### src/rtl/core/drpas_pkg.sv
// types and constants for the dns response private address scan block
package drpas_pkg;

   localparam int MAX_BUFFER_BYTES = 1024;
   localparam logic [9:0] MAX_LENGTH_RESET = 10'd512;
   localparam logic [9:0] HEADER_BYTES = 10'd12;

   localparam logic [31:0] TC_A = 32'h0001_0001;
   localparam logic [31:0] TC_AAAA = 32'h001c_0001;
   localparam logic [31:0] TC_CNAME = 32'h0005_0001;

   localparam logic [1:0] VERDICT_QUERY = 2'd0;
   localparam logic [1:0] VERDICT_CLEAN = 2'd1;
   localparam logic [1:0] VERDICT_BLOCK = 2'd2;
   localparam logic [1:0] VERDICT_OVERSIZE = 2'd3;

   typedef enum logic [2:0] {
      PH_HEADER,
      PH_NAME,
      PH_LABEL,
      PH_PTR2,
      PH_FIXED,
      PH_DATA,
      PH_DONE
   } phase_type;

   typedef struct packed {
      logic [7:0] data_byte;
      logic       last_byte;
   } drpas_req_type;

   typedef struct packed {
      logic [1:0] verdict;
      logic [9:0] question_end;
      logic [9:0] message_length;
   } drpas_rsp_type;

endpackage

### src/rtl/core/dns_response_private_address_scan.sv
// top level: byte-serial dns message parser with private address verdict
// result: the transaction is registered and valid in the cycle after the last byte is accepted
// throughput: one byte per cycle; parser registers update in the accept cycle and the
// verdict sits in a one-entry output register, which stalls the input only while it holds
// a result that the receiver is not taking
// reset (synchronous): clears the parser state and rsp_valid, max_length to 512
module dns_response_private_address_scan
   import drpas_pkg::*;
(
   input  logic          clock,
   input  logic          reset,
   input  logic          req_valid,
   output logic          req_ready,
   input  drpas_req_type req_payload,
   output logic          rsp_valid,
   input  logic          rsp_ready,
   output drpas_rsp_type rsp_payload,
   input  logic          csr_valid,
   output logic          csr_ready,
   input  logic [9:0]    csr_wdata
);

   localparam logic [10:0] BUF_LIMIT = 11'(MAX_BUFFER_BYTES);

   function automatic logic v4_private(input logic [7:0] a, input logic [7:0] b);
      return a == 8'd0 || a == 8'd127 || (a == 8'd169 && b == 8'd254) || a == 8'd10 ||
             (a == 8'd172 && b[7:4] == 4'd1) || (a == 8'd192 && b == 8'd168) ||
             a == 8'd224;
   endfunction

   function automatic logic [4:0] addr_len(input logic [31:0] tc);
      if (tc == TC_A) begin
         return 5'd4;
      end else if (tc == TC_AAAA) begin
         return 5'd16;
      end
      return 5'd0;
   endfunction

   logic [9:0]    max_length_ff, max_length_in;
   logic [9:0]    byte_offset_ff, byte_offset_in;
   phase_type     phase_ff, phase_in;
   logic [15:0]   questions_left_ff, questions_left_in;
   logic [15:0]   answers_left_ff, answers_left_in;
   logic [15:0]   field_acc_ff, field_acc_in;
   logic [31:0]   type_class_ff, type_class_in;
   logic [15:0]   data_left_ff, data_left_in;
   logic [3:0]    addr_flags_ff, addr_flags_in;
   logic [7:0]    prev_byte_ff, prev_byte_in;
   logic          is_response_ff, is_response_in;
   logic          block_ff, block_in;
   logic [9:0]    qend_ff, qend_in;
   logic          too_long_ff, too_long_in;
   logic          rsp_valid_ff, rsp_valid_in;
   drpas_rsp_type rsp_payload_ff, rsp_payload_in;
   logic          rsp_load;
   logic          req_fire;

   logic [7:0]    b;
   logic [9:0]    pos;
   logic [10:0]   n;
   logic [10:0]   limit;
   logic [9:0]    n_sat;
   logic [3:0]    total;
   logic [3:0]    left_sat;
   logic [3:0]    idx;
   logic [15:0]   k;
   logic [4:0]    alen;
   logic [4:0]    alen_end;
   logic [15:0]   diff_end;
   logic          block_end;
   logic [9:0]    qe;

   assign req_ready = !rsp_valid_ff || rsp_ready;
   assign req_fire  = req_valid && req_ready;
   assign csr_ready = 1'b1;
   assign rsp_valid = rsp_valid_ff;
   assign rsp_payload = rsp_payload_ff;

   always_comb begin
      b     = req_payload.data_byte;
      pos   = byte_offset_ff;
      n     = {1'b0, pos} + 11'd1;
      n_sat = n[10] ? 10'h3ff : n[9:0];
      limit = ({1'b0, max_length_ff} < BUF_LIMIT) ? {1'b0, max_length_ff} : BUF_LIMIT;
      total    = (questions_left_ff != 16'd0) ? 4'd4 : 4'd10;
      left_sat = (data_left_ff > {12'd0, total}) ? total : data_left_ff[3:0];
      idx      = total - left_sat;
      k        = field_acc_ff - data_left_ff;
      alen     = addr_len(type_class_ff);
      alen_end  = 5'd0;
      diff_end  = 16'd0;
      block_end = 1'b0;
      qe        = 10'd0;

      max_length_in     = csr_valid ? csr_wdata : max_length_ff;
      byte_offset_in    = byte_offset_ff;
      phase_in          = phase_ff;
      questions_left_in = questions_left_ff;
      answers_left_in   = answers_left_ff;
      field_acc_in      = field_acc_ff;
      type_class_in     = type_class_ff;
      data_left_in      = data_left_ff;
      addr_flags_in     = addr_flags_ff;
      prev_byte_in      = prev_byte_ff;
      is_response_in    = is_response_ff;
      block_in          = block_ff;
      qend_in           = qend_ff;
      too_long_in       = too_long_ff;
      rsp_load          = 1'b0;
      rsp_payload_in    = rsp_payload_ff;

      if (req_fire) begin
         if (n > limit) begin
            too_long_in = 1'b1;
         end
         byte_offset_in = n_sat;

         case (phase_ff)
            PH_HEADER: begin
               if (pos == 10'd2) is_response_in = b[7];
               if (pos == 10'd4) questions_left_in = {b, 8'd0};
               if (pos == 10'd5) questions_left_in = questions_left_ff | {8'd0, b};
               if (pos == 10'd6) answers_left_in = {b, 8'd0};
               if (pos == 10'd7) answers_left_in = answers_left_ff | {8'd0, b};
               if (pos == 10'd11) begin
                  if (questions_left_ff != 16'd0) begin
                     phase_in = PH_NAME;
                  end else begin
                     qend_in  = HEADER_BYTES;
                     phase_in = (answers_left_ff != 16'd0) ? PH_NAME : PH_DONE;
                  end
               end
            end
            PH_NAME: begin
               if (b[7:6] != 2'd0) begin
                  phase_in = PH_PTR2;
               end else if (b == 8'd0) begin
                  phase_in      = PH_FIXED;
                  data_left_in  = (questions_left_ff != 16'd0) ? 16'd4 : 16'd10;
                  type_class_in = 32'd0;
                  field_acc_in  = 16'd0;
               end else begin
                  data_left_in = {8'd0, b};
                  phase_in     = PH_LABEL;
               end
            end
            PH_LABEL: begin
               if (data_left_ff <= 16'd1) begin
                  data_left_in = 16'd0;
                  phase_in     = PH_NAME;
               end else begin
                  data_left_in = data_left_ff - 16'd1;
               end
            end
            PH_PTR2: begin
               phase_in      = PH_FIXED;
               data_left_in  = (questions_left_ff != 16'd0) ? 16'd4 : 16'd10;
               type_class_in = 32'd0;
               field_acc_in  = 16'd0;
            end
            PH_FIXED: begin
               if (idx < 4'd4) begin
                  type_class_in = {type_class_ff[23:0], b};
               end else if (idx >= 4'd8) begin
                  field_acc_in = {field_acc_ff[7:0], b};
               end
               if (data_left_ff <= 16'd1) begin
                  data_left_in = 16'd0;
                  if (questions_left_ff != 16'd0) begin
                     if (type_class_in == TC_CNAME) block_in = 1'b1;
                     questions_left_in = questions_left_ff - 16'd1;
                     if (questions_left_in == 16'd0) begin
                        qend_in  = n_sat;
                        phase_in = (answers_left_ff != 16'd0) ? PH_NAME : PH_DONE;
                     end else begin
                        phase_in = PH_NAME;
                     end
                  end else begin
                     alen_end = addr_len(type_class_in);
                     if (alen_end != 5'd0 && field_acc_in < {11'd0, alen_end}) begin
                        block_in = 1'b1;
                     end
                     addr_flags_in = 4'b0011;
                     data_left_in  = field_acc_in;
                     if (field_acc_in == 16'd0) begin
                        answers_left_in = answers_left_ff - 16'd1;
                        phase_in = (answers_left_in != 16'd0) ? PH_NAME : PH_DONE;
                     end else begin
                        phase_in = PH_DATA;
                     end
                  end
               end else begin
                  data_left_in = data_left_ff - 16'd1;
               end
            end
            PH_DATA: begin
               if (data_left_ff <= field_acc_ff && k < {11'd0, alen}) begin
                  if (type_class_ff == TC_A) begin
                     if (k == 16'd1 && v4_private(prev_byte_ff, b)) block_in = 1'b1;
                  end else begin
                     // ipv6 checks, with ::ffff:a.b.c.d and :: / ::1 tracked in flags
                     if (k < 16'd10 && b != 8'd0) addr_flags_in[0] = 1'b0;
                     if (k >= 16'd10 && k <= 16'd14 && b != 8'd0) addr_flags_in[1] = 1'b0;
                     if (k == 16'd1 && (prev_byte_ff[7:1] == 7'h7e ||
                         (prev_byte_ff == 8'hfe && b[7:6] == 2'd2) ||
                         prev_byte_ff == 8'hff)) begin
                        block_in = 1'b1;
                     end
                     if (k == 16'd10 && b == 8'hff) addr_flags_in[2] = 1'b1;
                     if (k == 16'd11 && addr_flags_in[2] && b == 8'hff) begin
                        addr_flags_in[3] = 1'b1;
                     end
                     if (k == 16'd13 && addr_flags_in[0] && addr_flags_in[3] &&
                         v4_private(prev_byte_ff, b)) begin
                        block_in = 1'b1;
                     end
                     if (k == 16'd15 && addr_flags_in[0] && addr_flags_in[1] &&
                         b <= 8'd1) begin
                        block_in = 1'b1;
                     end
                  end
               end
               prev_byte_in = b;
               if (data_left_ff <= 16'd1) begin
                  data_left_in    = 16'd0;
                  answers_left_in = answers_left_ff - 16'd1;
                  phase_in = (answers_left_in != 16'd0) ? PH_NAME : PH_DONE;
               end else begin
                  data_left_in = data_left_ff - 16'd1;
               end
            end
            default: begin
            end
         endcase

         if (req_payload.last_byte) begin
            // truncated address data blocks
            alen_end  = addr_len(type_class_in);
            diff_end  = field_acc_in - data_left_in;
            block_end = block_in;
            if (questions_left_in == 16'd0 && phase_in == PH_FIXED &&
                data_left_in <= 16'd6 && alen_end != 5'd0) begin
               block_end = 1'b1;
            end
            if (phase_in == PH_DATA && alen_end != 5'd0 && data_left_in <= field_acc_in &&
                diff_end < {11'd0, alen_end}) begin
               block_end = 1'b1;
            end
            if (phase_in != PH_HEADER && questions_left_in == 16'd0) begin
               qe = (qend_in < byte_offset_in) ? qend_in : byte_offset_in;
            end else begin
               qe = byte_offset_in;
            end
            if (too_long_in) begin
               rsp_payload_in.verdict = VERDICT_OVERSIZE;
               qe = 10'd0;
            end else if (!is_response_in) begin
               rsp_payload_in.verdict = VERDICT_QUERY;
            end else begin
               rsp_payload_in.verdict = block_end ? VERDICT_BLOCK : VERDICT_CLEAN;
            end
            rsp_payload_in.question_end   = qe;
            rsp_payload_in.message_length = byte_offset_in;
            rsp_load = 1'b1;

            byte_offset_in    = 10'd0;
            phase_in          = PH_HEADER;
            questions_left_in = 16'd0;
            answers_left_in   = 16'd0;
            field_acc_in      = 16'd0;
            type_class_in     = 32'd0;
            data_left_in      = 16'd0;
            addr_flags_in     = 4'd0;
            prev_byte_in      = 8'd0;
            is_response_in    = 1'b0;
            block_in          = 1'b0;
            qend_in           = 10'd0;
            too_long_in       = 1'b0;
         end
      end

      if (rsp_load) begin
         rsp_valid_in = 1'b1;
      end else if (rsp_ready) begin
         rsp_valid_in = 1'b0;
      end else begin
         rsp_valid_in = rsp_valid_ff;
      end
   end

   always_ff @(posedge clock) begin
      if (reset) begin
         max_length_ff     <= MAX_LENGTH_RESET;
         byte_offset_ff    <= 10'd0;
         phase_ff          <= PH_HEADER;
         questions_left_ff <= 16'd0;
         answers_left_ff   <= 16'd0;
         field_acc_ff      <= 16'd0;
         type_class_ff     <= 32'd0;
         data_left_ff      <= 16'd0;
         addr_flags_ff     <= 4'd0;
         prev_byte_ff      <= 8'd0;
         is_response_ff    <= 1'b0;
         block_ff          <= 1'b0;
         qend_ff           <= 10'd0;
         too_long_ff       <= 1'b0;
         rsp_valid_ff      <= 1'b0;
      end else begin
         max_length_ff     <= max_length_in;
         byte_offset_ff    <= byte_offset_in;
         phase_ff          <= phase_in;
         questions_left_ff <= questions_left_in;
         answers_left_ff   <= answers_left_in;
         field_acc_ff      <= field_acc_in;
         type_class_ff     <= type_class_in;
         data_left_ff      <= data_left_in;
         addr_flags_ff     <= addr_flags_in;
         prev_byte_ff      <= prev_byte_in;
         is_response_ff    <= is_response_in;
         block_ff          <= block_in;
         qend_ff           <= qend_in;
         too_long_ff       <= too_long_in;
         rsp_valid_ff      <= rsp_valid_in;
      end
   end

   always_ff @(posedge clock) begin
      rsp_payload_ff <= rsp_payload_in;
   end

   a_clear_after_last: assert property (@(posedge clock) disable iff (reset)
      req_fire && req_payload.last_byte |=> byte_offset_ff == 10'd0 && phase_ff == PH_HEADER)
      else $error("parser state not cleared after last byte");

   a_oversize_qend: assert property (@(posedge clock) disable iff (reset)
      rsp_valid_ff && rsp_payload_ff.verdict == VERDICT_OVERSIZE |->
      rsp_payload_ff.question_end == 10'd0)
      else $error("oversize verdict with nonzero question end");

   a_qend_in_message: assert property (@(posedge clock) disable iff (reset)
      rsp_valid_ff |-> rsp_payload_ff.question_end <= rsp_payload_ff.message_length &&
      rsp_payload_ff.message_length != 10'd0)
      else $error("question end beyond message length");

endmodule
### config.mk
export PLATFORM = sky130hd
export DESIGN_NAME = dns_response_private_address_scan
export DESIGN_NICKNAME = d
export VERILOG_FILES = /design/src/rtl/core/drpas_pkg.sv /design/src/rtl/core/dns_response_private_address_scan.sv
export SDC_FILE = /design/constraint.sdc
export NUM_CORES = 1
export LEC_CHECK = 0
export BUFFER_PORTS_ARGS = -buffer_cell sky130_fd_sc_hd__buf_2
export CORE_MARGIN = 2
export CORE_UTILIZATION = 30
export DETAILED_ROUTE_END_ITERATION = 16
export SYNTH_ARGS = -nofsm -noshare
export SYNTH_HDL_FRONTEND = slang
export SYNTH_SLANG_ARGS = --single-unit
### constraint.sdc
create_clock -name clock -period 6.8 [get_ports clock]
set_input_delay 0.34 -clock clock [delete_from_list [all_inputs] [get_ports clock]]
set_output_delay 0.34 -clock clock [all_outputs]
set_load 0.02 [all_outputs]
==> summary.txt <==
Status
  – Outcome: complete, no violations

Die
  – Die area: 45500 um^2
  – Initial core utilization: 0.305
  – Die Wd: 213 um
  – Placement Rows: 76
  – Core Area: 43200 um^2
  – Die extent in y: 213 um
  – I/O pin count: 49

Critical path
  – CP Launch Type: register
  – Arrival time at the worst endpoint: 6.68 ns
  – R2R Setup Slk: 0.34 ns
  – CP max FO: 7
  – CP Capture Type: register
  – Worst path slowest cell: or4b_2
  – CP Class: reg2reg
  – CP max stage delay: 0.74 ns
  – CP required: 7.02 ns

Global routing
  – M2 GR Usage: 0.339
  – Global-route usage over all layers: 0.218
  – Antenna violations before repair: 0
  – Met1 usage: 0.293
  – Global routing usage on met3: 0.0391
  – Pin count of the biggest net entering global routing: 79
  – Overflow after GRT: 0
  – Number of global-route vias before repair: 13.3k
  – First-pass GRT wire length: 77000 um
  – GRT busiest layer: met2

Logic synthesis
  – Leading cell types by count after synthesis: nor2_1 (265), dfxtp_1 (145), nand2_1 (117)
  – EDFF count, synth: 22
  – YS warnings: 0
  – Synth area leader: dfxtp_1
  – Mapped Area: 13100 um^2
  – Async set-reset flop share out of synthesis: 0
  – Synth area leaders: dfxtp_1 (22%), nor2_1 (7.6%), ha_1 (6.4%), a22oi_1 (5.4%), edfxtp_1 (5.0%)
  – Ys flop type: dfxtp_1
  – Most common cell in the netlist: nor2_1
  – Yosys cell types: 95
  – Yosys top cell area share: 0.221
  – Mapped Avg Cell Area: 7.47 um^2
  – Register area share after synthesis: 0.271
  – Mapped Nets: 1852
  – Post-synthesis register bit count: 167
  – Post-Synthesis Cells: 1760

Pwr
  – Sequential Power Share: 0.467
  – Peak supply drop: 0.000174 V
  – Comb pwr share: 0.088
  – Leak: 5.75 nW
  – Sw Ratio: 0.276
  – Cell Pwr Density: 144 nW/um^2
  – Clock group share of total power: 0.445
  – NetSw: 0.000604 W
  – Total internal power: 0.00158 W

STA
  – Post-route minimum period: 6.46 ns
  – FMAX: 0.155 GHz
  – Tcrit/Tclk final: 0.951
  – Final Setup Violations: 0
  – Final Hold Vio Count: 0
  – Hold_ws: 0.0933 ns
  – Clk_skew: 0.0167 ns
  – Worst-Margin Slew: 1.20 ns
  – TNS Setup: 0 ns
  – Setup ws final: 0.336 ns
  – Max-slew violations: 0
  – Slew HR: 0.195

Layout
  – Final instance area: 15100 um^2
  – P&R area growth vs syn: 15.1%
  – Share of post-route cells with drive strength above 1: 0.138
  – Number of diodes: 0
  – Final nets: 1896
  – Layout Cells excl Fill: 2402

Placement
  – Routability Congestion: 0.965
  – Number of port buffers: 47
  – Pre-CTS WS: -0.0419 ns
  – Post-DP HPWL: 36700 um
  – Area after DPL: 14400 um^2
  – Cell count after placement: 2366

Clock tree
  – CTS Buf Count: 17
  – Sink Count: 167
  – Clk root buf: clkbuf_16
  – Worst skew pair latency: 0.47 ns
  – Clock Tree Buf Depth: 2
  – Hold bufs inserted after CTS: 0
  – Worst-path clk slew: 0.07 ns
  – H-tree levels: 4
  – TritonCTS clock tree: built

Route
  – Post-Route WL: 50000 um
  – WL per Instance: 20.8 um
  – Vias: 14.2k
  – Antenna Violating Nets Remaining: 0
  – DRC violations left: 0
  – Iter 0 DRT Violations: 1602
  – 1st-pass router iterations: 6
  – Vias per inst: 5.91

Flow run
  – MaxCap Viol Count: 0

Min path
  – Worst Hold Class: in2reg
==> logic make-up after synthesis <==
group | synth area share
AND/OR/NAND/NOR | 0.279
AO/OA/AOI/OAI | 0.276
buffers and inverters | 0.0579
flip-flops | 0.271
adder cells (fa/ha/maj) | 0.0661
multiplexers | 0.0269
XOR/XNOR | 0.0230
other | 0.000285
==> layer usage <==
| layer | share of wire | up-vias |
|---|---|---|
| li1 | - | 6622 |
| met1 | 0.44 | 6716 |
| met3 | 0.081 | 112 |
| met2 | 0.44 | 739 |
| met5 | 0 | - |
| met4 | 0.038 | 0 |
==> sequential cells by signal, summed over array words and instances (netlist names), 16 cells and up <==
| signal | count |
|---|---|
| questions_left_ff | 16 |
| answers_left_ff | 16 |
| data_left_ff | 16 |
| rsp_payload | 22 |
| field_acc_ff | 16 |
| type_class_ff | 32 |
==> power by group through the flow <==
stage / Combinational [W] / Sequential (W) / Clock (W)
finish: 0.000193 / 0.00102 / 0.000974
global route: 0.000209 / 0.00102 / 0.00103
CTS: 0.000191 / 0.00102 / 0.000991
detailed placement: 0.000190 / 0.00104 / 0
global placement: 0.000190 / 0.00104 / 0
floorplan: 0.000115 / 0.00105 / 0
==> stage by stage <==
step | total power [W] | util
final | 0.00219 | 0.351
after global routing | 0.00226 | 0.351
after CTS | 0.00220 | 0.347
after detailed placement | 0.00123 | 0.334
after global placement | 0.00123 | 0.334
after floorplan | 0.00116 | -
==> critical path: cells and delay by family (launching register included) <==
kind / cells / cell delay, ns
AO/OA/AOI/OAI: 9 / 1.84
adder cells (fa/ha/maj): 3 / 0.89
buffers and inverters: 2 / 0.34
flip-flops: 1 / 0.33
AND/OR/NAND/NOR: 14 / 2.82
==> final timing paths <==
kind / start / end / cells after the start
max: questions_left_ff[7] / rsp_payload[20] / 28
min: csr_wdata[9] / max_length_ff[9] / 3
max reg2reg: questions_left_ff[7] / rsp_payload[20] / 28
min reg2reg: addr_flags_ff[3] / addr_flags_ff[3] / 2
==> cell type report <==
class	count	area, um^2
clock inverter	13	120
timing repair buffer	138	921
clock buffer	19	443
sequential	167	3560
tap	585	732
multi-input combinational	1398	9050
inverter	82	308
fill	4601	28000
==> repair_timing <==
item | 4_1_cts | 5_1_grt
buffers inserted | 0 | 4
resized for setup | 1 | 36
endpoints found under the setup margin | 1 | 2
pin swaps | 0 | 13
==> cell usage in the layout, fill, tap and decap left out, drive strengths merged, types with 20 or more instances in the layout <==
cell type | Yosys | layout
a21oi | 114 | 114
a22oi | 94 | 94
a31oi | 35 | 35
buf | 14 | 138
dfxtp | 145 | 145
edfxtp | 22 | 22
ha | 67 | 67
inv | 80 | 84
mux2i | 32 | 32
nand2 | 118 | 118
nand2b | 26 | 26
nand3 | 52 | 52
nand4 | 27 | 27
nor2 | 265 | 265
nor3 | 55 | 55
nor4 | 38 | 38
o21ai | 110 | 110
or3 | 24 | 24
xnor2 | 20 | 20
Power figures use the tool's default switching activity.
